## src/hw/rtl/face_slope_classifier_defines.svh

```systemverilog
// Assertion helpers shared by the RTL. Clock i_clk, reset i_rst_n (active low).
`ifndef FACE_SLOPE_CLASSIFIER_DEFINES_SVH
`define FACE_SLOPE_CLASSIFIER_DEFINES_SVH

// Same-cycle implication, off while reset is held.
`define FSC_ASSERT_IMPL(lbl, ante, cons) \
    lbl: assert property (@(posedge i_clk) disable iff (!i_rst_n) (ante) |-> (cons)) \
        else $error("face_slope_classifier check failed");

// Next-cycle implication, off while reset is held.
`define FSC_ASSERT_NEXT(lbl, ante, cons) \
    lbl: assert property (@(posedge i_clk) disable iff (!i_rst_n) (ante) |=> (cons)) \
        else $error("face_slope_classifier check failed");

`endif

```

## src/hw/rtl/fsc_pkg.sv

```systemverilog
package fsc_pkg;

    localparam int FSC_FIELD_W    = 16;   // width of one coordinate field
    localparam int FSC_FACE_W     = 32;
    localparam int FSC_CFG_DATA_W = 32;
    localparam int FSC_CFG_IDX_W  = 1;

    // register indexes
    localparam logic [FSC_CFG_IDX_W-1:0] FSC_REG_COS   = 1'b0;
    localparam logic [FSC_CFG_IDX_W-1:0] FSC_REG_FLOOR = 1'b1;

    localparam int FSC_COS_W  = 16;       // Q2.14 threshold
    localparam int FSC_CSQ_W  = 31;       // |cos|^2 <= 2^30
    localparam logic signed [FSC_COS_W-1:0] FSC_COS_RESET   = 16'sd11585;
    localparam logic [FSC_CFG_DATA_W-1:0]   FSC_FLOOR_RESET = 32'd1;
    localparam logic [FSC_CSQ_W-1:0]        FSC_COS_SQ_RESET =
        FSC_CSQ_W'(11585 * 11585);

    localparam int FSC_LHS_SHIFT   = 28;  // 2 * 14 fraction bits
    localparam int FSC_CHUNK_W     = 24;  // slice of |n|^2 per partial product
    localparam int FSC_QUEUE_DEPTH = 16;

    typedef struct packed {
        logic [FSC_FACE_W-1:0]         face_index;
        logic signed [FSC_FIELD_W-1:0] v0_x;
        logic signed [FSC_FIELD_W-1:0] v0_y;
        logic signed [FSC_FIELD_W-1:0] v0_z;
        logic signed [FSC_FIELD_W-1:0] v1_x;
        logic signed [FSC_FIELD_W-1:0] v1_y;
        logic signed [FSC_FIELD_W-1:0] v1_z;
        logic signed [FSC_FIELD_W-1:0] v2_x;
        logic signed [FSC_FIELD_W-1:0] v2_y;
        logic signed [FSC_FIELD_W-1:0] v2_z;
    } t_in_item;

    typedef struct packed {
        logic [FSC_FACE_W-1:0] face_number;
        logic                  is_navigable;
        logic                  is_degenerate;
    } t_out_item;

endpackage

```

## src/hw/rtl/fsc_back.sv

```systemverilog
`include "face_slope_classifier_defines.svh"

module fsc_back import fsc_pkg::*; #(
    parameter int QDEPTH = 16
) (
    input  logic      i_clk,
    input  logic      i_rst_n,
    input  logic      i_accept,
    output logic      o_full,
    input  logic      i_q_vld,
    input  t_out_item i_q_head,
    output logic      o_q_pop,
    input  logic      i_pop,
    output logic      o_empty,
    output t_out_item o_item
);

    localparam int CAP = QDEPTH + 1;   // queue plus output register
    localparam int OW  = $clog2(CAP + 1);

    logic           r_vld, n_vld;
    t_out_item      r_item;
    logic [OW-1:0]  r_occ, n_occ;
    logic           w_deliver;

    always_comb begin
        w_deliver = i_pop && r_vld;
        o_q_pop   = i_q_vld && (!r_vld || i_pop);
        n_vld     = o_q_pop || (r_vld && !i_pop);
        n_occ     = r_occ;
        if (i_accept && !w_deliver) begin
            n_occ = r_occ + OW'(1);
        end else if (!i_accept && w_deliver) begin
            n_occ = r_occ - OW'(1);
        end
    end

    always_ff @(posedge i_clk) begin
        if (!i_rst_n) begin
            r_vld <= 1'b0;
            r_occ <= '0;
        end else begin
            r_vld <= n_vld;
            r_occ <= n_occ;
        end
    end

    always_ff @(posedge i_clk) begin
        if (o_q_pop) begin
            r_item <= i_q_head;
        end
    end

    assign o_full  = (r_occ == OW'(CAP));
    assign o_empty = !r_vld;
    assign o_item  = r_item;

    `FSC_ASSERT_IMPL(a_vld_has_credit, r_vld, r_occ != '0)
    `FSC_ASSERT_IMPL(a_degen_not_nav, r_vld && r_item.is_degenerate, !r_item.is_navigable)
    `FSC_ASSERT_NEXT(a_accept_counts, i_accept, r_occ != '0)

endmodule

```

## config.mk

```make
export PLATFORM = sky130hd
export DESIGN_NAME = fsc_back
export DESIGN_NICKNAME = d
export VERILOG_FILES = /design/src/hw/rtl/fsc_pkg.sv /design/src/hw/rtl/fsc_back.sv
export VERILOG_INCLUDE_DIRS = /design/src /design/src/hw/rtl
export SDC_FILE = /design/constraint.sdc
export NUM_CORES = 1
export LEC_CHECK = 0
export BUFFER_PORTS_ARGS = -buffer_cell sky130_fd_sc_hd__buf_2
export CAP_MARGIN = 15
export CORE_MARGIN = 2
export CORE_UTILIZATION = 39
export DETAILED_ROUTE_END_ITERATION = 10
export HOLD_SLACK_MARGIN = 0.1
export PLACE_DENSITY = 0.74
export SYNTH_ARGS = -nofsm -noshare
export SYNTH_HDL_FRONTEND = slang
export SYNTH_SLANG_ARGS = --single-unit
```

## constraint.sdc

```tcl
create_clock -name i_clk -period 2.4 [get_ports i_clk]
set_input_delay 0.48 -clock i_clk [delete_from_list [all_inputs] [get_ports i_clk]]
set_output_delay 0.48 -clock i_clk [all_outputs]
set_load 0.1 [all_outputs]
```

==> out/qor.csv <==
stage,metric,value,unit
yosys,post-synth net total,120,
worst_setup_path,CP Data Required Time,1920,ps
timing,Slew @ Worst Pin,504,ps
placement,GPL Wtd Cong,0.739,
yosys,synth unique cells,23,
global_route,initial antenna violation count,0,
layout,fin area,1950,um2
yosys,"Seq/Total Area, Yosys",81.2,%
layout,nets,202,
clocking,Clock Latency Late Sink,330,ps
yosys,"flops & latches, synth",40,
yosys,Post-Syn Area,1410,um2
clocking,Num CTS Buffers,5,
timing,final setup fails,0,
floorplan,Ports,76,
timing,Min Hold Slack,316,ps
layout,number of diodes,0,
timing,"Hold Vio Cnt, Final",0,
outcome,status,completed,
layout,Final Core Density,57.6,%
detailed_routing,initial DRC count,31,
worst_setup_path,CP startpoint kind,flop,
power_and_ir_drop,PD cells,873,nW/um2
yosys,cells after synthesis,76,
global_route,number of global-route vias before repair,909,
clocking,clk slew on worst S/H paths,110,ps
clocking,TritonCTS clock tree,done,
placement,IO buf count,75,
flow_run,Max Cap Viol,0,
floorplan,DIE WIDTH,64.0,um
detailed_routing,drt first pass iters,2,
power_and_ir_drop,Lkg Pwr,0.845,nW
timing,Pins Over Slew Limit,0,
placement,placed cells,197,
power_and_ir_drop,peak supply drop,0.271,mV
detailed_routing,drt wl/cell,12.8,um
floorplan,Core Footprint,3390,um2
timing,final worst slack,469,ps
timing,Final Skew,7.24,ps
timing,Final Cycle Share,80.5,%
floorplan,initial core utilization,41.5,%
timing,fin crit period,1930,ps
global_route,wire length of the first global-routing pass,4140,um
detailed_routing,post-DR vias/cell,4.51,
detailed_routing,detailed-route DRC error count,0,
clocking,postcts setup bufs,0,
clocking,Root Driver,clkbuf_4,
placement,pre-CTS worst setup slack,353,ps
global_route,total track usage,13.7,%
worst_setup_path,CP Max Fanout,4,
worst_setup_path,WP data arrival,1450,ps
floorplan,die area,4100,um2
floorplan,Site Rows,21,
layout,Layout Cells excl Fill,205,
clocking,hold_buf cts,0,
layout,fill count,274,
clocking,clk sinks,40,
yosys,warnings from Yosys,0,
timing,setup TNS,0,ps
floorplan,Die H,64.0,um
worst_setup_path,crit end category,primary output,
placement,placed inst area,1880,um2
power_and_ir_drop,Power Total,1.70,mW
placement,dpl hpwl,2110,um
global_route,pin count of the biggest net entering global routing,30,
timing,RSZ-0062 raised after global routing,no,
global_route,total gr overflow,0,
clocking,CTS Buffer Depth,2,
yosys,Mean Syn Cell Area,18.5,um2
clocking,post-CTS sizing,0,
clocking,H-tree levels,2,
worst_hold_path,Hold Path Class,primary input to flop,
layout,Layout Area Growth over Synthesis,38.9,%
layout,layout cells sized above 1,54.1,%
timing,Fmax achieved,518,MHz
detailed_routing,Routed WL,2620,um
detailed_routing,via count,924,
worst_setup_path,CP Class,flop to primary output,
timing,Slew headroom,66.7,%
detailed_routing,post-route ant nets,0,
kinds of logic (layout without fill, tap and decap cells):
kind of cell             count (synthesis)  in the layout  synth area share [%]
adder cells (fa/ha/maj)                  5              5                  4.99
flip-flops                              40             40                  81.2
buffers and inverters                    3             86                  1.34
multiplexers                             2              2                  1.42
XOR/XNOR                                 2              2                  1.25
AO/OA/AOI/OAI                            7              7                  3.12
AND/OR/NAND/NOR                         17             17                  6.68
cell usage in the layout (no fill, tap or decap), drive strengths merged, types with 3 or more instances in the layout:
master	n
ha	4
dfxtp	6
buf	76
clkbuf	6
nand2	4
nand3	3
edfxtp	34
Yosys cell counts:
| cell type | instances | share of area [%] |
|---|---|---|
| a211oi_1 | 1 | 0.53 |
| a21oi_1 | 2 | 0.71 |
| edfxtp_1 | 34 | 73 |
| nor4_1 | 1 | 0.45 |
| nand2_1 | 4 | 1.1 |
| nand2b_1 | 1 | 0.45 |
| buf_6 | 1 | 0.80 |
| fa_1 | 1 | 1.4 |
| or4b_1 | 1 | 0.71 |
| ha_1 | 4 | 3.6 |
| nor2_1 | 2 | 0.53 |
| o21ai_0 | 1 | 0.36 |
| a21o_1 | 1 | 0.53 |
| o21a_1 | 1 | 0.53 |
| a31oi_1 | 1 | 0.45 |
| dfxtp_1 | 6 | 8.5 |
| nand3_1 | 3 | 1.1 |
| nor2b_1 | 2 | 0.89 |
| mux2i_1 | 2 | 1.4 |
| nand4b_1 | 1 | 0.62 |
| inv_1 | 2 | 0.53 |
| xnor2_1 | 2 | 1.2 |
| and2_1 | 2 | 0.89 |
where the power goes:
group	switching, mW	internal (mW)
combinational	0.348	0.0994
clock	0.194	0.218
sequential	0.0323	0.812
area by class of cell:
cell class	instances	area [um2]	area share (%)
tap	46	57.6	2.95
timing repair buffer	76	398	20.4
clock buffer	6	41.3	2.12
sequential	40	1140	58.5
inverter	2	11.3	0.577
multi-input combinational	33	268	13.7
clock inverter	2	35.0	1.79
critical path, stage by stage (launching register included):
cell and delay [ps]:
dfxtp_1 430, nand2_1 120, nor4_4 120, buf_2 450
worst paths after layout:
kind                    startpoint                    end  slack, ps  cells past startpoint
min                   i_q_head[25]   o_item[25]$_DFFE_PP_        320                      1
max reg2reg       r_vld$_SDFF_PN0_  r_occ[4]$_SDFFE_PN0P_        520                      8
min reg2reg  r_occ[4]$_SDFFE_PN0P_  r_occ[4]$_SDFFE_PN0P_        510                      2
max          r_occ[0]$_SDFFE_PN0P_                 o_full        470                      3
registers in the layout (all words and copies together), names as in the netlist:
signal	count
r_occ	5
o_item	34
r_vld	1
routing by layer:
layer / part of all wire, % / GRT usage (%) / wire length (um)
met1: 41 / 16.1 / 1070
met5: 0 / 0 / 0
met3: 12 / 5.63 / 316
met4: 0.88 / 4.89 / 23
met2: 46 / 22.5 / 1220
(Power assumes the default switching activity.)
