**src/hw/rtl/face_slope_classifier_defines.svh**
```systemverilog
// Assertion helpers shared by the RTL. Clock i_clk, reset i_rst_n (active low).
`ifndef FACE_SLOPE_CLASSIFIER_DEFINES_SVH
`define FACE_SLOPE_CLASSIFIER_DEFINES_SVH

// Same-cycle implication, off while reset is held.
`define FSC_ASSERT_IMPL(lbl, ante, cons) \
    lbl: assert property (@(posedge i_clk) disable iff (!i_rst_n) (ante) |-> (cons)) \
        else $error("face_slope_classifier check failed");

// Next-cycle implication, off while reset is held.
`define FSC_ASSERT_NEXT(lbl, ante, cons) \
    lbl: assert property (@(posedge i_clk) disable iff (!i_rst_n) (ante) |=> (cons)) \
        else $error("face_slope_classifier check failed");

`endif

```
**src/hw/rtl/fsc_pkg.sv**
```systemverilog
package fsc_pkg;

    localparam int FSC_FIELD_W    = 16;   // width of one coordinate field
    localparam int FSC_FACE_W     = 32;
    localparam int FSC_CFG_DATA_W = 32;
    localparam int FSC_CFG_IDX_W  = 1;

    // register indexes
    localparam logic [FSC_CFG_IDX_W-1:0] FSC_REG_COS   = 1'b0;
    localparam logic [FSC_CFG_IDX_W-1:0] FSC_REG_FLOOR = 1'b1;

    localparam int FSC_COS_W  = 16;       // Q2.14 threshold
    localparam int FSC_CSQ_W  = 31;       // |cos|^2 <= 2^30
    localparam logic signed [FSC_COS_W-1:0] FSC_COS_RESET   = 16'sd11585;
    localparam logic [FSC_CFG_DATA_W-1:0]   FSC_FLOOR_RESET = 32'd1;
    localparam logic [FSC_CSQ_W-1:0]        FSC_COS_SQ_RESET =
        FSC_CSQ_W'(11585 * 11585);

    localparam int FSC_LHS_SHIFT   = 28;  // 2 * 14 fraction bits
    localparam int FSC_CHUNK_W     = 24;  // slice of |n|^2 per partial product
    localparam int FSC_QUEUE_DEPTH = 16;

    typedef struct packed {
        logic [FSC_FACE_W-1:0]         face_index;
        logic signed [FSC_FIELD_W-1:0] v0_x;
        logic signed [FSC_FIELD_W-1:0] v0_y;
        logic signed [FSC_FIELD_W-1:0] v0_z;
        logic signed [FSC_FIELD_W-1:0] v1_x;
        logic signed [FSC_FIELD_W-1:0] v1_y;
        logic signed [FSC_FIELD_W-1:0] v1_z;
        logic signed [FSC_FIELD_W-1:0] v2_x;
        logic signed [FSC_FIELD_W-1:0] v2_y;
        logic signed [FSC_FIELD_W-1:0] v2_z;
    } t_in_item;

    typedef struct packed {
        logic [FSC_FACE_W-1:0] face_number;
        logic                  is_navigable;
        logic                  is_degenerate;
    } t_out_item;

endpackage

```
**src/hw/rtl/fsc_queue.sv**
```systemverilog
`include "face_slope_classifier_defines.svh"

module fsc_queue import fsc_pkg::*; #(
    parameter int DEPTH = 16
) (
    input  logic      i_clk,
    input  logic      i_rst_n,
    input  logic      i_push,
    input  t_out_item i_item,
    input  logic      i_pop,
    output logic      o_vld,
    output t_out_item o_head
);

    localparam int AW = (DEPTH > 1) ? $clog2(DEPTH) : 1;
    localparam int CNW = $clog2(DEPTH + 1);

    t_out_item      r_mem [DEPTH];
    logic [AW-1:0]  r_wr_ptr, n_wr_ptr;
    logic [AW-1:0]  r_rd_ptr, n_rd_ptr;
    logic [CNW-1:0] r_count, n_count;

    always_comb begin
        n_wr_ptr = r_wr_ptr;
        n_rd_ptr = r_rd_ptr;
        n_count  = r_count;
        if (i_push) begin
            n_wr_ptr = (r_wr_ptr == AW'(DEPTH - 1)) ? '0 : r_wr_ptr + AW'(1);
        end
        if (i_pop) begin
            n_rd_ptr = (r_rd_ptr == AW'(DEPTH - 1)) ? '0 : r_rd_ptr + AW'(1);
        end
        if (i_push && !i_pop) begin
            n_count = r_count + CNW'(1);
        end else if (!i_push && i_pop) begin
            n_count = r_count - CNW'(1);
        end
    end

    always_ff @(posedge i_clk) begin
        if (!i_rst_n) begin
            r_wr_ptr <= '0;
            r_rd_ptr <= '0;
            r_count  <= '0;
        end else begin
            r_wr_ptr <= n_wr_ptr;
            r_rd_ptr <= n_rd_ptr;
            r_count  <= n_count;
        end
    end

    always_ff @(posedge i_clk) begin
        if (i_push) begin
            r_mem[r_wr_ptr] <= i_item;
        end
    end

    assign o_vld  = (r_count != '0);
    assign o_head = r_mem[r_rd_ptr];

    // credit check upstream must keep the queue from overflowing
    `FSC_ASSERT_IMPL(a_no_overflow, r_count == CNW'(DEPTH), !i_push || i_pop)
    `FSC_ASSERT_IMPL(a_no_underflow, i_pop, r_count != '0)
    `FSC_ASSERT_IMPL(a_empty_ptrs, r_count == '0, r_wr_ptr == r_rd_ptr)

endmodule

```
**config.mk**
```make
export PLATFORM = sky130hd
export DESIGN_NAME = fsc_queue
export DESIGN_NICKNAME = d
export VERILOG_FILES = /design/src/hw/rtl/fsc_pkg.sv /design/src/hw/rtl/fsc_queue.sv
export VERILOG_INCLUDE_DIRS = /design/src /design/src/hw/rtl
export SDC_FILE = /design/constraint.sdc
export NUM_CORES = 1
export LEC_CHECK = 0
export ABC_AREA = 0
export BUFFER_PORTS_ARGS = -buffer_cell sky130_fd_sc_hd__buf_2
export CORE_AREA = 5 5 224 226
export CTS_CLUSTER_DIAMETER = 150
export DETAILED_ROUTE_END_ITERATION = 12
export DIE_AREA = 0 0 229 231
export GPL_ROUTABILITY_DRIVEN = 1
export PLACE_DENSITY = 0.71
export SKIP_LAST_GASP = 1
export SYNTH_ARGS = -nofsm -noshare
export SYNTH_HDL_FRONTEND = slang
export SYNTH_SLANG_ARGS = --single-unit
```
**constraint.sdc**
```tcl
create_clock -name i_clk -period 3.4 [get_ports i_clk]
set_clock_uncertainty 0.15 [all_clocks]
set_input_delay 0.17 -clock i_clk [delete_from_list [all_inputs] [get_ports i_clk]]
set_output_delay 0.17 -clock i_clk [all_outputs]
set_load 0.01 [all_outputs]
```
==> results of run 1 <==
-- worst reg2reg max path, delay by kind of cell (launching register included) --
kind                   cells  cell delay, ns
DFF                        1            0.42
and+or+nand+nor            3            0.98
buffers and inverters      1            0.39
-- routing by layer --
layer / part of all wire / routed length, µm / GRT usage
met3: 0.060 / 2730 / 0.03431
met5: 0 / 0 / 0
met1: 0.41 / 18750 / 0.2361
met2: 0.51 / 23270 / 0.2911
met4: 0.017 / 755 / 0.03909
-- logic make-up (layout without fill, tap and decap cells) --
kind of cell | Yosys count | after routing | share of synthesized area
buffers and inverters | 54 | 258 | 0.01254
and+or+nand+nor | 91 | 91 | 0.02131
adders and majority gates | 10 | 10 | 0.006239
xor gates and xnor gates | 4 | 4 | 0.001648
other | 0 | 1 | 0
AOI/OAI and AO/OA | 81 | 81 | 0.02737
DFF | 561 | 561 | 0.7844
muxes | 141 | 141 | 0.1465
-- final cells by class --
type | count | share of cell area
tap | 622 | 0.03155
multi-input combinational | 327 | 0.1768
antenna | 1 | 0.0001015
inverter | 6 | 0.0009131
clock inverter | 35 | 0.01025
timing repair buffer | 151 | 0.04657
clock buffer | 66 | 0.05747
sequential | 561 | 0.6764
-- layout by cell type (no fill, tap or decap), types with 3 or more instances in the layout --
cell type      instances
dlygate4sd3_1         38
buf_12                 8
a22oi_1               68
buf_4                 33
xnor2_1                3
nand2_1               42
nor2_1                 5
nand3_1                5
clkbuf_16             55
and2_2                17
ha_1                   9
buf_2                 72
clkinv_1              18
inv_1                  6
clkbuf_1              11
clkinv_2               9
o21ai_0                6
and2_1                 8
dfxtp_1               15
edfxtp_1             544
mux4_2               136
a21oi_1                4
mux2i_1                4
-- power by group through the flow --
stage	clock network [µW]	logic (µW)	registers [µW]
after floorplan	0	528	7840
after global placement	0	806	7850
after detailed placement	0	827	7860
after CTS	5750	869	7710
after global routing	6040	934	7720
final	5640	853	7710
-- registers in the layout, indices dropped and copies added (netlist names), named ones only --
| register | flops |
|---|---|
| r_mem | 544 |
| r_rd_ptr | 4 |
| r_wr_ptr | 4 |
| r_count | 5 |
-- worst paths after layout --
path,end,start,cells past startpoint
setup / recovery,o_head[28],flip-flop,5
hold / removal,r_mem[6][25],i_item[25],2
setup reg to reg,r_mem[5][14],r_wr_ptr[2],4
hold reg to reg,r_count[4],r_count[4],2
-- per-stage QoR --
step	setup WS, ns	total power [µW]	utilization	hold slack (ns)	area (µm²)
4_1_cts	0.3964	14330	0.5123	0.2912	24660
2_1_floorplan	1.303	8364	-	0.1189	21260
3_3_place_gp	1.095	8658	0.4697	0.3168	22610
5_1_grt	0.3258	14690	0.5124	0.3125	24670
3_5_place_dp	1.096	8685	0.4697	0.3290	22610
6_report	0.4453	14200	0.5124	0.3256	24670
-- what timing repair did --
item,4_1_cts,5_1_grt
hold buffers,38,0
endpoints found under the hold margin,561,0
buffers inserted,0,0
==> flow_metrics.tcl, run 1 <==
set metrics [dict create \
    outcome "finished clean" \
    p_int_uw 11190 \
    ioPinCount 73 \
    fin_crit_sh 0.8690 \
    worstSetupPathType "reg -> out" \
    r2r_slack_ns 1.12 \
    comb_power_share 0.060 \
    critPathArrivalTime_ns 2.63 \
    stdcell_count 1769 \
    cts_tree "done" \
    multiInputGateArea_um2 4360 \
    track_usage 0.1724 \
    ant_nets 0 \
    synthTopCellsByCount "544 x edfxtp_1, 136 x mux4_2, 68 x a22oi_1, 42 x nand2_1, 25 x and2_1" \
    drt_iter0_drc 1015 \
    cts.clk_slew.worst_paths_ns 0.06 \
    h-tree-depth 2 \
    power.share.clock 0.397 \
    async_flop_share 0 \
    p_switching_uw 3012 \
    worst_slew_pin_slew_ns 0.7948 \
    nNetsFinal 1150 \
    fin_setup_tns_ns 0 \
    synthCells 942 \
    setup_viol 0 \
    syn_area_per_cell_um2 22.57 \
    synth_top_area_frac 0.7684 \
    critical_path_required_ns 3.08 \
    ff_latch_area_um2 16680 \
    hpwl_um 25050 \
    cap_violations 0 \
    clk_latency_ns 0.62 \
    path_delay_family "flip-flops" \
    seq_area_frac_synth 0.7844 \
    seqPwrFrac 0.543 \
    maxSlewViolCount 0 \
    switching_share 0.2121 \
    firstDrtPassIters 6 \
    cellPowerDensity_nw_per_um2 575.8 \
    clockBufferDepth 3 \
    drc_errors 0 \
    antenna_found_initial 1 \
    syn_area_um2 21260 \
    fin_crit_ns 2.955 \
    fmax_ghz 0.3384 \
    vdd.ir_drop.worst_mv 0.4287 \
    fp.dieH_um 231 \
    power_leakage_uw 0.007900 \
    synth_area_leaders "edfxtp_1 77%, mux4_2 14%, a22oi_1 2.4%, dfxtp_1 1.6%, nand2_1 0.74%" \
    core_area_um2 48140 \
    syn_to_final_growth_pct 16.03 \
    hold_class "in -> reg" \
    grt_pass1_vias 10670 \
    start_util 0.4416 \
    slew_headroom 0.4701 \
    cts_buffers 55 \
    critPathMaxFanout 26 \
    synth_seq_cells 561 \
    worstSetupStartpointType "flip-flop" \
    worst_path_max_delay_cell "dfxtp_4" \
    hold_viol_final 0 \
    synthMostInstantiatedCell "edfxtp_1" \
    grt_overflow_total 0 \
    rsz0062_at_grt "no" \
    die_w_um 229 \
    yosysWarnings 0 \
    grt_pass1_wl_um 68330 \
    clockRootBuffer "clkbuf_16" \
    drive_above_1_share 0.3010 \
    critPathMaxStageDelay_ns 0.65 \
    synth_top_area_cell "edfxtp_1" \
    cts_resized 0 \
    grt_max_degree 41 \
    cts_sinks 561 \
    synth_nets 990 \
    viasPerCell 5.731 \
    gp_congestion 0.7165 \
    synth-edff-count 544 \
    worstSetupEndpointType "primary output" \
    wire_per_inst_um 25.72 \
    vias 10140 \
    finalWirelength_um 45500 \
    port-buffer-count 72 \
    cp_num_buf_inv 2 \
    ys_types 33 \
    die_area_um2 52900 \
    rows 81 \
    crit_path_cell_trace "buf_4 > mux4_2 > a22oi_1 > nand2_1 > buf_2" \
    ys.flop_type "edfxtp_1" \
    nFillCells 3682 \
    placed_cells 1629 \
]
(Power assumes the default switching activity.)
==> run 2: changes to the inputs <==
==> constraint.sdc (replaced) <==
create_clock -name i_clk -period 3.35 [get_ports i_clk]
set_clock_uncertainty 0.15 [all_clocks]
set_input_delay 0.1675 -clock i_clk [delete_from_list [all_inputs] [get_ports i_clk]]
set_output_delay 0.1675 -clock i_clk [all_outputs]
set_load 0.01 [all_outputs]
==> run 2 against run 1 <==
  * Clock power up 0.7%
  * Core utilization is 0.065 points lower
  * Die area is the same
  * Flip-flop and latch count did not move
  * Count of clock-buffer cells in the layout is 5 higher
  * Global-route usage down 0.55 points
  * Critical endpoint is now o_head[1]
  * Sequential share of layout area up 0.086 points
  * Non-clock buffer count is 1 higher
  * Critical path type unchanged
==> flow_metrics.tcl, run 2 (same netlist as run 1, synthesis figures left out) <==
set metrics [dict create \
    grt_pass1_wl_um 66790 \
    fin_crit_sh 0.8766 \
    critPathMaxFanout 17 \
    fp.dieH_um 231 \
    gp_congestion 0.7155 \
    port-buffer-count 72 \
    cts_tree "done" \
    fmax_ghz 0.3405 \
    hold_viol_final 0 \
    final_cell_mix "544 x edfxtp_1, 136 x mux4_2, 72 x buf_2, 68 x a22oi_1, 54 x clkbuf_16" \
    vias 10110 \
    fin_setup_tns_ns 0 \
    cts_sinks 561 \
    comb_power_share 0.060 \
    drt_iter0_drc 956 \
    viasPerCell 5.724 \
    nFillCells 3666 \
    track_usage 0.1670 \
    start_util 0.4416 \
    vdd.ir_drop.worst_mv 0.4292 \
    cts_setup_buffers 0 \
    total_power_uw 14370 \
    postPlaceCellArea_um2 22630 \
    power_leakage_uw 0.007879 \
    critPathArrivalTime_ns 2.62 \
    whs_path_depth 2 \
    drc_errors 0 \
    slew_headroom 0.4747 \
    core_area_um2 48140 \
    fin_crit_ns 2.937 \
    cts.clk_slew.worst_paths_ns 0.06 \
    die_w_um 229 \
    worstSetupPathType "reg -> out" \
    largest_reg_flops 544 \
    place_ws_ns 0.9608 \
    cellPowerDensity_nw_per_um2 583.2 \
    hold_class "reg -> reg" \
    cts_buffers 54 \
    critical_path_required_ns 3.03 \
    clockBufferDepth 3 \
    timing.final.ws_setup_ns 0.4134 \
    firstDrtPassIters 5 \
    rows 81 \
    outcome "finished clean" \
    seqPwrFrac 0.545 \
    p_int_uw 11320 \
    grt_max_degree 62 \
    r2r_slack_ns 1.12 \
    worstSetupStartpointType "flip-flop" \
    clk_latency_ns 0.59 \
    r2r_end "r_mem[4][30]" \
    hpwl_um 25020 \
    hp-start "r_count[4]" \
    ioPinCount 73 \
    whs_ns 0.3319 \
    nNetsFinal 1150 \
    finalWirelength_um 44520 \
    maxSlewViolCount 0 \
    wire_per_inst_um 25.21 \
    min_to "r_count[4]" \
    worstSetupEndpointType "primary output" \
    h-tree-depth 2 \
    drive_above_1_share 0.3010 \
    stdcell_area_um2 24630 \
    power.share.clock 0.396 \
    cap_violations 0 \
    worst_slew_pin_slew_ns 0.7880 \
    syn_to_final_growth_pct 15.88 \
    r2r_cells 4 \
    p_switching_uw 3048 \
    switching_share 0.2122 \
    reg2reg_from "r_wr_ptr[2]" \
    ant_nets 0 \
    final_common_cell "edfxtp_1" \
    regMostFlops "r_mem" \
    clockRootBuffer "clkbuf_16" \
    top_regs "r_mem: 544 flops, r_count: 5 flops" \
    grt_overflow_total 0 \
    setup_viol 0 \
    antenna_found_initial 1 \
    grt_pass1_vias 10600 \
    die_area_um2 52900 \
    rsz0062_at_grt "no" \
]
-- run 2: worst max-delay path by stage --
stage,endpoint,slack [ns],depth (start not counted)
floorplan,r_mem[0][0],1.26,3
global placement,o_head[1],0.96,5
detailed placement,o_head[1],0.96,5
CTS,o_head[1],0.30,5
global route,o_head[1],0.23,5
finish,o_head[1],0.41,5
-- run 2: layer usage --
metal,track usage,routed length (µm),part of all wire
met1,0.2272,18240,0.41
met2,0.2792,22580,0.51
met3,0.03431,2647,0.059
met4,0.04416,1049,0.024
met5,0,0,0
-- run 2: power groups by stage --
stage	Sequential, µW	Clock (µW)	Combinational (µW)
detailed placement	7970	0	835
global route	7830	6070	938
global placement	7970	0	818
CTS	7820	5810	876
floorplan	7950	0	536
finish	7820	5680	859
-- run 2: critical path, cell delays in order (launching register included) --
cell,delay [ns]
dfxtp_4,0.51
buf_4,0.39
mux4_2,0.56
a22oi_1,0.21
nand2_1,0.17
buf_2,0.18
-- run 2: through the flow --
step | instances | util
after floorplan | 942 | -
after global placement | 1631 | 0.4700
after detailed placement | 1631 | 0.4700
after CTS | 1765 | 0.5117
after global routing | 1766 | 0.5117
final | 1766 | 0.5117
-- run 2: layout make-up --
| cell class | count | area (µm²) | share of cell area |
|---|---|---|---|
| multi-input cells | 327 | 4360 | 0.1770 |
| diodes | 1 | 2.502 | 0.0001016 |
| repair buffers | 152 | 1154 | 0.04683 |
| clock inverters | 26 | 219.0 | 0.008888 |
| well taps | 622 | 778.2 | 0.03159 |
| flip-flops and latches | 561 | 16680 | 0.6772 |
| inverters | 6 | 22.52 | 0.0009142 |
| clock buffers | 71 | 1415 | 0.05744 |
-- run 2: what timing repair did --
action                                 4_1_cts  5_1_grt
resized for setup                            0        0
hold buffers                                37        0
endpoints found under the hold margin      561        0
